==> src/hdl/das_pkg.sv <==
// Deferred action scheduler: shared types and constants.
// Used by das_ctrl, das_dp, the top level and the port checker.
// No dependencies.
package das_pkg;

	localparam int CODE_W         = 3;
	localparam int HANDLE_W       = 16;
	localparam int TIME_W         = 32;
	localparam int NUM_DELAY_REGS = 8;
	localparam int DLY_IDX_W      = 3;
	localparam int CFG_IDX_W      = 4;

	// Result event codes
	typedef enum logic [2:0] {
		EV_QUEUED     = 3'd0,
		EV_ARMED      = 3'd1,
		EV_ALREADY    = 3'd2,
		EV_DROPPED    = 3'd3,
		EV_FIRED      = 3'd4,
		EV_DISPATCHED = 3'd5,
		EV_NOTHING    = 3'd6
	} ev_kind_t;

	// Controller states
	typedef enum logic [2:0] {
		ST_IDLE,
		ST_ADD,
		ST_SCAN,
		ST_FIRE,
		ST_DISP
	} das_state_t;

	// Controller to datapath commands
	typedef struct packed {
		logic latch;
		logic add;
		logic scan;
		logic fire;
		logic dispatch;
	} das_cmd_t;

	// Datapath to controller status
	typedef struct packed {
		logic scan_last;
		logic scan_any;
		logic fire_rest_zero;
		logic q_empty;
	} das_sts_t;

endpackage

==> src/hdl/deferred_action_scheduler.sv <==
// Deferred action scheduler: top level joining controller and datapath.
// Depends on das_pkg, das_ctrl and das_dp.
//
// Usage:
//   Requests enter on start/busy: a request is taken at a clock edge with
//   start high and busy low. action 0 is an add, action 1 a poll tick.
//   Results leave one per cycle on result_valid with their fields; the
//   receiver cannot hold them off. last_of_run marks a request's final result.
//   Delay registers are written on cfg_valid/cfg_ready, ready always high, by
//   users only while idle (not enforced); indexes past the eight are ignored.
// Sequence:
//   add: busy for 1 cycle; its one result shows in the cycle busy falls.
//   poll: scans the NUM_ACTIONS timers (one timer compare per cycle), then
//   fires each collected timer, then takes the queue head, a step skipped
//   when timers fired and the queue is empty. The result of the last step
//   shows in the cycle busy falls.
// Reset:
//   arst_n clears delays, armed timers and the queue pointers.
module deferred_action_scheduler #(
	parameter int NUM_ACTIONS = 8,
	parameter int QUEUE_DEPTH = 16
) (
	input  logic                          clk,
	input  logic                          arst_n,
	// request channel
	input  logic                          start,
	output logic                          busy,
	input  logic                          action,
	input  logic [das_pkg::CODE_W-1:0]    action_code,
	input  logic [das_pkg::HANDLE_W-1:0]  image_handle,
	input  logic [das_pkg::HANDLE_W-1:0]  list_handle,
	input  logic [das_pkg::TIME_W-1:0]    now_ms,
	input  logic                          force_all,
	// configuration channel
	input  logic                          cfg_valid,
	output logic                          cfg_ready,
	input  logic [das_pkg::CFG_IDX_W-1:0] cfg_index,
	input  logic [das_pkg::TIME_W-1:0]    cfg_data,
	// result channel
	output logic                          result_valid,
	output logic [2:0]                    event_kind,
	output logic [das_pkg::CODE_W-1:0]    out_action_code,
	output logic [das_pkg::HANDLE_W-1:0]  out_image_handle,
	output logic [das_pkg::HANDLE_W-1:0]  out_list_handle,
	output logic                          last_of_run
);

	das_pkg::das_cmd_t cmd;
	das_pkg::das_sts_t sts;

	assign cfg_ready = 1'b1;

	das_ctrl u_ctrl (
		.clk    (clk),
		.arst_n (arst_n),
		.start  (start),
		.action (action),
		.sts    (sts),
		.cmd    (cmd),
		.busy   (busy)
	);

	das_dp #(
		.NUM_ACTIONS (NUM_ACTIONS),
		.QUEUE_DEPTH (QUEUE_DEPTH)
	) u_dp (
		.clk              (clk),
		.arst_n           (arst_n),
		.cmd              (cmd),
		.sts              (sts),
		.action           (action),
		.action_code      (action_code),
		.image_handle     (image_handle),
		.list_handle      (list_handle),
		.now_ms           (now_ms),
		.force_all        (force_all),
		.cfg_wr           (cfg_valid & cfg_ready),
		.cfg_index        (cfg_index),
		.cfg_data         (cfg_data),
		.result_valid     (result_valid),
		.event_kind       (event_kind),
		.out_action_code  (out_action_code),
		.out_image_handle (out_image_handle),
		.out_list_handle  (out_list_handle),
		.last_of_run      (last_of_run)
	);

endmodule

==> src/hdl/das_ctrl.sv <==
// Deferred action scheduler: sequencing state machine.
// Depends on das_pkg (states, command and status structs).
module das_ctrl (
	input  logic               clk,
	input  logic               arst_n,
	input  logic               start,
	input  logic               action,
	input  das_pkg::das_sts_t  sts,
	output das_pkg::das_cmd_t  cmd,
	output logic               busy
);

	das_pkg::das_state_t state_q;
	das_pkg::das_state_t state_nx;

	// State register
	always_ff @(posedge clk or negedge arst_n) begin
		if (!arst_n) begin
			state_q <= das_pkg::ST_IDLE;
		end else begin
			state_q <= state_nx;
		end
	end

	// Next state
	always_comb begin
		state_nx = state_q;
		case (state_q)
			das_pkg::ST_IDLE: begin
				if (start) begin
					state_nx = action ? das_pkg::ST_SCAN : das_pkg::ST_ADD;
				end
			end
			das_pkg::ST_ADD: begin
				state_nx = das_pkg::ST_IDLE;
			end
			das_pkg::ST_SCAN: begin
				// scan done: fire collected timers, else go straight to the queue
				if (sts.scan_last) begin
					state_nx = sts.scan_any ? das_pkg::ST_FIRE : das_pkg::ST_DISP;
				end
			end
			das_pkg::ST_FIRE: begin
				if (sts.fire_rest_zero) begin
					state_nx = sts.q_empty ? das_pkg::ST_IDLE : das_pkg::ST_DISP;
				end
			end
			das_pkg::ST_DISP: begin
				state_nx = das_pkg::ST_IDLE;
			end
			default: begin
				state_nx = das_pkg::ST_IDLE;
			end
		endcase
	end

	// Outputs
	always_comb begin
		cmd  = '0;
		busy = 1'b1;
		case (state_q)
			das_pkg::ST_IDLE: begin
				busy      = 1'b0;
				cmd.latch = start;
			end
			das_pkg::ST_ADD:  cmd.add      = 1'b1;
			das_pkg::ST_SCAN: cmd.scan     = 1'b1;
			das_pkg::ST_FIRE: cmd.fire     = 1'b1;
			das_pkg::ST_DISP: cmd.dispatch = 1'b1;
			default: begin
				busy = 1'b1;
			end
		endcase
	end

endmodule

==> src/hdl/das_dp.sv <==
// Deferred action scheduler: datapath with delay registers, timers,
// action queue memory and result register. Depends on das_pkg.
module das_dp #(
	parameter int NUM_ACTIONS = 8,
	parameter int QUEUE_DEPTH = 16
) (
	input  logic                                  clk,
	input  logic                                  arst_n,
	input  das_pkg::das_cmd_t                     cmd,
	output das_pkg::das_sts_t                     sts,
	// request fields
	input  logic                                  action,
	input  logic [das_pkg::CODE_W-1:0]            action_code,
	input  logic [das_pkg::HANDLE_W-1:0]          image_handle,
	input  logic [das_pkg::HANDLE_W-1:0]          list_handle,
	input  logic [das_pkg::TIME_W-1:0]            now_ms,
	input  logic                                  force_all,
	// configuration writes
	input  logic                                  cfg_wr,
	input  logic [das_pkg::CFG_IDX_W-1:0]         cfg_index,
	input  logic [das_pkg::TIME_W-1:0]            cfg_data,
	// result
	output logic                                  result_valid,
	output logic [2:0]                            event_kind,
	output logic [das_pkg::CODE_W-1:0]            out_action_code,
	output logic [das_pkg::HANDLE_W-1:0]          out_image_handle,
	output logic [das_pkg::HANDLE_W-1:0]          out_list_handle,
	output logic                                  last_of_run
);

	localparam int AW   = (NUM_ACTIONS > 1) ? $clog2(NUM_ACTIONS) : 1;
	localparam int QW   = $clog2(QUEUE_DEPTH);
	localparam int QE_W = das_pkg::CODE_W + 2 * das_pkg::HANDLE_W;
	localparam logic [das_pkg::CODE_W:0] NA_LIM = (das_pkg::CODE_W + 1)'(NUM_ACTIONS);

	// configuration
	logic [das_pkg::TIME_W-1:0]   delay_q [das_pkg::NUM_DELAY_REGS];
	// latched request
	logic                         is_poll_q;
	logic [das_pkg::CODE_W-1:0]   code_q;
	logic [das_pkg::HANDLE_W-1:0] img_q;
	logic [das_pkg::HANDLE_W-1:0] lst_q;
	logic [das_pkg::TIME_W-1:0]   now_q;
	logic                         force_q;
	// timers
	logic [NUM_ACTIONS-1:0]       armed_q;
	logic [das_pkg::TIME_W-1:0]   deadline_q [NUM_ACTIONS];
	logic [NUM_ACTIONS-1:0]       mask_q;
	logic [AW-1:0]                idx_q;
	// queue
	logic [QE_W-1:0]              mem [QUEUE_DEPTH];
	logic [QE_W-1:0]              rd_q;
	logic [QW-1:0]                wp_q;
	logic [QW-1:0]                rp_q;

	logic [das_pkg::CODE_W-1:0]   rd_code;
	logic [das_pkg::HANDLE_W-1:0] rd_img;
	logic [das_pkg::HANDLE_W-1:0] rd_lst;
	logic [das_pkg::CODE_W-1:0]   sel_code;
	logic [AW-1:0]                sel_idx;
	logic [das_pkg::TIME_W-1:0]   sel_delay;
	logic                         has_delay;
	logic                         sel_armed;
	logic                         do_arm;
	logic                         scan_hit;
	logic [NUM_ACTIONS-1:0]       scan_bit;
	logic [NUM_ACTIONS-1:0]       mask_nx;
	logic [AW-1:0]                fire_idx;
	logic [NUM_ACTIONS-1:0]       mask_rest;
	logic                         q_empty;
	logic                         q_full;
	logic [QW-1:0]                wp_nx;
	logic [QW-1:0]                rp_nx;
	logic                         push;
	logic                         pop;
	logic                         emit;
	das_pkg::ev_kind_t            ev_d;
	logic [das_pkg::CODE_W-1:0]   code_d;
	logic [das_pkg::HANDLE_W-1:0] img_d;
	logic [das_pkg::HANDLE_W-1:0] lst_d;
	logic                         last_d;
	logic                         result_valid_q;
	logic [2:0]                   ev_q;
	logic [das_pkg::CODE_W-1:0]   out_code_q;
	logic [das_pkg::HANDLE_W-1:0] out_img_q;
	logic [das_pkg::HANDLE_W-1:0] out_lst_q;
	logic                         last_q;

	assign {rd_code, rd_img, rd_lst} = rd_q;

	// Delay lookup for the add code or the dequeued code
	assign sel_code  = cmd.dispatch ? rd_code : code_q;
	assign sel_idx   = sel_code[AW-1:0];
	assign sel_delay = delay_q[sel_code];
	assign has_delay = ({1'b0, sel_code} < NA_LIM) && (sel_delay != '0);
	assign sel_armed = armed_q[sel_idx];

	// Queue pointers
	assign q_empty = (wp_q == rp_q);
	assign wp_nx   = (wp_q == QW'(QUEUE_DEPTH - 1)) ? '0 : wp_q + 1'b1;
	assign rp_nx   = (rp_q == QW'(QUEUE_DEPTH - 1)) ? '0 : rp_q + 1'b1;
	assign q_full  = (wp_nx == rp_q);
	assign push    = cmd.add && !has_delay && !q_full;
	assign pop     = cmd.dispatch && !q_empty;
	assign do_arm  = (cmd.add || pop) && has_delay && !sel_armed;

	// Timer scan, one timer per cycle
	assign scan_hit = armed_q[idx_q] && (force_q || (now_q >= deadline_q[idx_q]));
	assign scan_bit = scan_hit ? (NUM_ACTIONS'(1) << idx_q) : '0;
	assign mask_nx  = mask_q | scan_bit;

	// Lowest pending fire
	always_comb begin
		fire_idx = '0;
		for (int i = NUM_ACTIONS - 1; i >= 0; i--) begin
			if (mask_q[i]) begin
				fire_idx = AW'(i);
			end
		end
	end
	assign mask_rest = mask_q & (mask_q - 1'b1);

	assign sts.scan_last      = (idx_q == AW'(NUM_ACTIONS - 1));
	assign sts.scan_any       = |mask_nx;
	assign sts.fire_rest_zero = (mask_rest == '0);
	assign sts.q_empty        = q_empty;

	// Result selection
	always_comb begin
		ev_d   = das_pkg::EV_NOTHING;
		code_d = '0;
		img_d  = '0;
		lst_d  = '0;
		last_d = 1'b1;
		if (cmd.fire) begin
			ev_d   = das_pkg::EV_FIRED;
			code_d = das_pkg::CODE_W'(fire_idx);
			last_d = (mask_rest == '0) && q_empty;
		end else if (cmd.add || pop) begin
			code_d = sel_code;
			if (has_delay) begin
				ev_d = sel_armed ? das_pkg::EV_ALREADY : das_pkg::EV_ARMED;
			end else if (pop) begin
				ev_d  = das_pkg::EV_DISPATCHED;
				img_d = rd_img;
				lst_d = rd_lst;
			end else begin
				ev_d = q_full ? das_pkg::EV_DROPPED : das_pkg::EV_QUEUED;
			end
		end
	end
	assign emit = cmd.add || cmd.fire || cmd.dispatch;

	// Configuration registers
	always_ff @(posedge clk or negedge arst_n) begin
		if (!arst_n) begin
			for (int i = 0; i < das_pkg::NUM_DELAY_REGS; i++) begin
				delay_q[i] <= '0;
			end
		end else if (cfg_wr &&
			(cfg_index < das_pkg::CFG_IDX_W'(das_pkg::NUM_DELAY_REGS))) begin
			delay_q[cfg_index[das_pkg::DLY_IDX_W-1:0]] <= cfg_data;
		end
	end

	// Request capture
	always_ff @(posedge clk) begin
		if (cmd.latch) begin
			is_poll_q <= action;
			code_q    <= action_code;
			img_q     <= image_handle;
			lst_q     <= list_handle;
			now_q     <= now_ms;
			force_q   <= force_all;
		end
	end

	// Armed flags, scan index and fire mask
	always_ff @(posedge clk or negedge arst_n) begin
		if (!arst_n) begin
			armed_q <= '0;
			mask_q  <= '0;
			idx_q   <= '0;
		end else begin
			if (cmd.latch) begin
				mask_q <= '0;
				idx_q  <= '0;
			end
			if (cmd.scan && is_poll_q) begin
				mask_q <= mask_nx;
				idx_q  <= idx_q + 1'b1;
				if (scan_hit) begin
					armed_q[idx_q] <= 1'b0;
				end
			end
			if (cmd.fire) begin
				mask_q <= mask_rest;
			end
			if (do_arm) begin
				armed_q[sel_idx] <= 1'b1;
			end
		end
	end

	// Deadlines
	always_ff @(posedge clk) begin
		if (do_arm) begin
			deadline_q[sel_idx] <= now_q + sel_delay;
		end
	end

	// Queue pointers
	always_ff @(posedge clk or negedge arst_n) begin
		if (!arst_n) begin
			wp_q <= '0;
			rp_q <= '0;
		end else begin
			if (push) begin
				wp_q <= wp_nx;
			end
			if (pop) begin
				rp_q <= rp_nx;
			end
		end
	end

	// Queue memory, registered read at the head
	always_ff @(posedge clk) begin
		if (push) begin
			mem[wp_q] <= {code_q, img_q, lst_q};
		end
		rd_q <= mem[rp_q];
	end

	// Result register
	always_ff @(posedge clk or negedge arst_n) begin
		if (!arst_n) begin
			result_valid_q <= 1'b0;
		end else begin
			result_valid_q <= emit;
		end
	end

	always_ff @(posedge clk) begin
		if (emit) begin
			ev_q       <= ev_d;
			out_code_q <= code_d;
			out_img_q  <= img_d;
			out_lst_q  <= lst_d;
			last_q     <= last_d;
		end
	end

	assign result_valid     = result_valid_q;
	assign event_kind       = ev_q;
	assign out_action_code  = out_code_q;
	assign out_image_handle = out_img_q;
	assign out_list_handle  = out_lst_q;
	assign last_of_run      = last_q;

endmodule

==> config.mk <==
export PLATFORM = sky130hd
export DESIGN_NAME = deferred_action_scheduler
export DESIGN_NICKNAME = d
export VERILOG_FILES = /design/src/hdl/das_pkg.sv /design/src/hdl/deferred_action_scheduler.sv /design/src/hdl/das_ctrl.sv /design/src/hdl/das_dp.sv
export SDC_FILE = /design/constraint.sdc
export NUM_CORES = 1
export LEC_CHECK = 0
export ABC_AREA = 1
export BUFFER_PORTS_ARGS = -buffer_cell sky130_fd_sc_hd__buf_2
export CAP_MARGIN = 20
export CORE_MARGIN = 4
export CORE_UTILIZATION = 50
export CTS_BUF_LIST = sky130_fd_sc_hd__clkbuf_16
export CTS_CLUSTER_SIZE = 10
export DETAILED_ROUTE_END_ITERATION = 16
export GPL_ROUTABILITY_DRIVEN = 1
export HOLD_SLACK_MARGIN = 0.05
export PLACE_DENSITY = 0.66
export SETUP_SLACK_MARGIN = 0.15
export SLEW_MARGIN = 40
export SYNTH_ARGS = -nofsm -noshare
export SYNTH_HDL_FRONTEND = slang
export SYNTH_SLANG_ARGS = --single-unit
==> constraint.sdc <==
create_clock -name clk -period 11.2 [get_ports clk]
set_input_delay 1.68 -clock clk [delete_from_list [all_inputs] [get_ports clk]]
set_output_delay 1.68 -clock clk [all_outputs]
set_load 0.03 [all_outputs]
==> impl_results.md <==
* Status: completed
* Crit Path Max Fanout at 126
* Slew margin rel. at 0.429
* Final Hold Viols at 0
* Largest net degree at the start of global routing at 127
* Die Area at 109000 um^2
* Worst-margin pin slew at 0.857 ns
* #FFs+latches synth at 1246
* Post-CTS setup buffer count at 0
* # DRC at 0
* Pleak at 23.4 nW
* HPWL Detailed at 76.2 mm
* GPL Wtd Cong at 0.944
* Post-synth ARST share at 0.230
* DP Worst Slack at 4.99 ns
* Core area at 102000 um^2
* Number of iterations in the first detailed-routing pass at 6
* Ratio of final minimum period to clock period at 0.560
* Post-Route Setup TNS at 0 ns
* Nets at 5014
* Cell Pwr Density at 244 nW/um^2
* Port bufs at 149
* GRT Total Usage at 0.244
* Worst path most repeated cell: nand2_1
* Share of layout cells above drive strength 1 at 0.0990
* Post-synth EDFFs at 924
* Initial antenna violation count at 2
* HP Class: register to register
* Chip height at 330 um
* Worst skew pair latency at just under 0.8 ns
* Synth unique cells at 51
* Number of H-tree levels at 4
* Mapped cell area at between 50000 and 60000 um^2
* Initial drt markers at ~3600
* Count leader, synth: nand2_1
* Most frequently used flop master after synthesis: edfxtp_1
* Top cell type's share of synthesized area at 0.534
* Io pins at 151
* TritonCTS Buffers at 145
* Average wire per standard cell at ~21 um
* Number of diodes at 0
* WP data required at 11.66 ns
* CP max-delay cell: edfxtp_1
* Commonest cells in the netlist: nand2_1, edfxtp_1, o21ai_0
* Sequential element share of the synthesized area at 0.686
* CTS tree: yes
* Tmin final at between 6 and 7 ns
* Clock buffer depth at 3
* Max_cap viols at 0
* Overflow after GRT at 0
* CTS Hold Bufs at 0
* Via Count at about 35000
* Max frequency at 159 MHz
* CTS root buf: clkbuf_16
* Syn avg cell area at 11.0 um^2
* Met3 Use GR at 0.0424
* First-pass GRT wire length at 204 mm
* Final setup fails at 0
* Vias per inst at 5.63
* Top cells by area, synth: edfxtp_1, dfrtp_1, nand2_1, o21ai_0, nor2_1
* Met1 GRT Util at 0.326
* Detail Route Antenna Nets at 0
* Final Worst Setup Slack at 4.93 ns
* Die width at 330 um
* Final wirelength at 133 mm
* Startpoint Class: register
* Peak VDD IR at 179 uV
* Worst path cell trace: inv_1 -> nand2_2 -> nand2_8 -> inv_2 -> buf_4 -> nand2_1 -> nand2_1 -> nand2_1 -> nand2_1 -> nand2_1 -> nand2_1 -> ha_1 -> inv_1 -> fa_1 -> o21ai_0 -> a21oi_1 -> o21ai_0 -> a21boi_0 -> o21ai_0 -> nand2_1 -> nor2_1 -> nor3_1 -> xnor2_1
* Initial core utilization at 0.507
* Final Util at 0.571
* RSZ-0062 raised after global routing: false
* Filler cells at 8517
* Global-route track usage on met2 at 0.405
* Clk sink count at 1246
* Clock Pin Slew Worst Setup and Hold Paths at 0.05 ns
* Gate Count Post-Synth at 4701
* Final clock skew at 0.0478 ns
* Max stage delay on crit path at about 0.66 ns
* Net Count, Synth at between 4000 and 5000
* Layout Area Growth over Synthesis at 12.6%
* Grt peak-use layer: met2
* Critical path class: register to register
* Row cnt at between 100 and 150
* Synth warn at 0
* # resized after CTS at 0
* Max Transition Viols Final at 0
* Crit end category: register
* Vias in the first global route at 34500
* WP data arrival at 6.73 ns
* Largest area contributor in the netlist: edfxtp_1
[layout by cell type (no fill, tap or decap), types with 12 or more instances in the layout]
cell type	count
ha_1	74
o21ai_0	619
a221oi_1	44
o22ai_1	76
buf_2	148
o221ai_1	36
a211oi_1	20
nor3_2	15
dfxtp_1	35
buf_4	75
o21ai_1	43
inv_1	332
nand3_1	115
clkbuf_16	146
nand2_1	1207
dfrtp_1	282
nor2_1	330
xnor2_1	12
a21oi_1	152
xor2_1	26
nand4_1	45
nor2_2	31
edfxtp_1	924
[where the power goes]
| group | total (mW) | switching [mW] | internal [mW] |
|---|---|---|---|
| clock network | 4.19 | 1.83 | 2.36 |
| registers | 6.43 | 0.331 | 6.10 |
| logic | 3.63 | 2.66 | 0.973 |
[flip-flops by register name, indices dropped and copies added (netlist names), 8 cells and up]
signal                 flops
u_dp.mem                 560
u_dp.out_list_handle      16
u_dp.armed_q               8
u_dp.rd_q                 35
u_dp.mask_q                8
u_dp.out_image_handle     16
u_dp.img_q                16
u_dp.lst_q                16
u_dp.delay_q             256
u_dp.deadline_q          256
u_dp.now_q                32
[metrics by stage]
stage	cells	cell area [um^2]	hold slack, ns	total power [mW]
after global placement	6045	54100	0.465	10.0
after CTS	6294	58400	0.486	14.3
after floorplan	4701	51900	0.453	8.86
final	6297	58500	0.482	14.3
after detailed placement	6048	54200	0.473	10.1
after global routing	6297	58500	0.500	15.0
[layer usage]
metal,part of all wire,up-vias
met5,0,-
met4,0.032,0
met3,0.074,238
met2,0.48,1409
met1,0.41,17200
li1,-,16600
[layout make-up]
type / instances / area [um^2] / share of cell area
Sequential cell: 1246 / 35600 / 0.609
Multi-Input combinational cell: 2935 / 14400 / 0.246
Clock buffer: 146 / 3650 / 0.0625
Tap cell: 1368 / 1710 / 0.0293
Timing Repair Buffer: 234 / 1510 / 0.0258
Inverter: 268 / 1020 / 0.0174
Clock inverter: 100 / 571 / 0.00975
[kinds of logic (layout without fill, tap and decap cells)]
| group | Yosys count | count (layout) | share of synthesized area |
|---|---|---|---|
| and+or+nand+nor | 1787 | 1787 | 0.138 |
| adders and majority gates | 75 | 75 | 0.0182 |
| DFF | 1246 | 1246 | 0.686 |
| other | 1 | 1 | 0.0000722 |
| xor gates and xnor gates | 40 | 40 | 0.00675 |
| buffers and inverters | 520 | 748 | 0.0406 |
| AOI/OAI and AO/OA | 1032 | 1032 | 0.111 |
[worst max-delay path: cells and delay by family (launching register included)]
kind / cells / cell delay (ns)
AOI/OAI and AO/OA: 5 / 1.50
and+or+nand+nor: 11 / 1.30
xor gates and xnor gates: 1 / 0.43
adders and majority gates: 2 / 0.59
DFF: 1 / 0.66
buffers and inverters: 4 / 1.37
[final timing paths]
kind / start / to / slack [ns] / cells past startpoint
max reg2reg: u_dp.code_q[0] / u_dp.deadline_q[1][24] / 4.93 / 23
max in group asynchronous: arst_n / u_dp.rp_q[0] / 9.09 / 3
max: u_dp.code_q[0] / u_dp.deadline_q[1][24] / 4.93 / 23
min: u_dp.delay_q[175] / u_dp.delay_q[175] / 0.48 / 2
min reg2reg: u_dp.delay_q[175] / u_dp.delay_q[175] / 0.48 / 2
min in group asynchronous: arst_n / u_dp.delay_q[236] / 0.80 / 1
(Power assumes the default switching activity.)
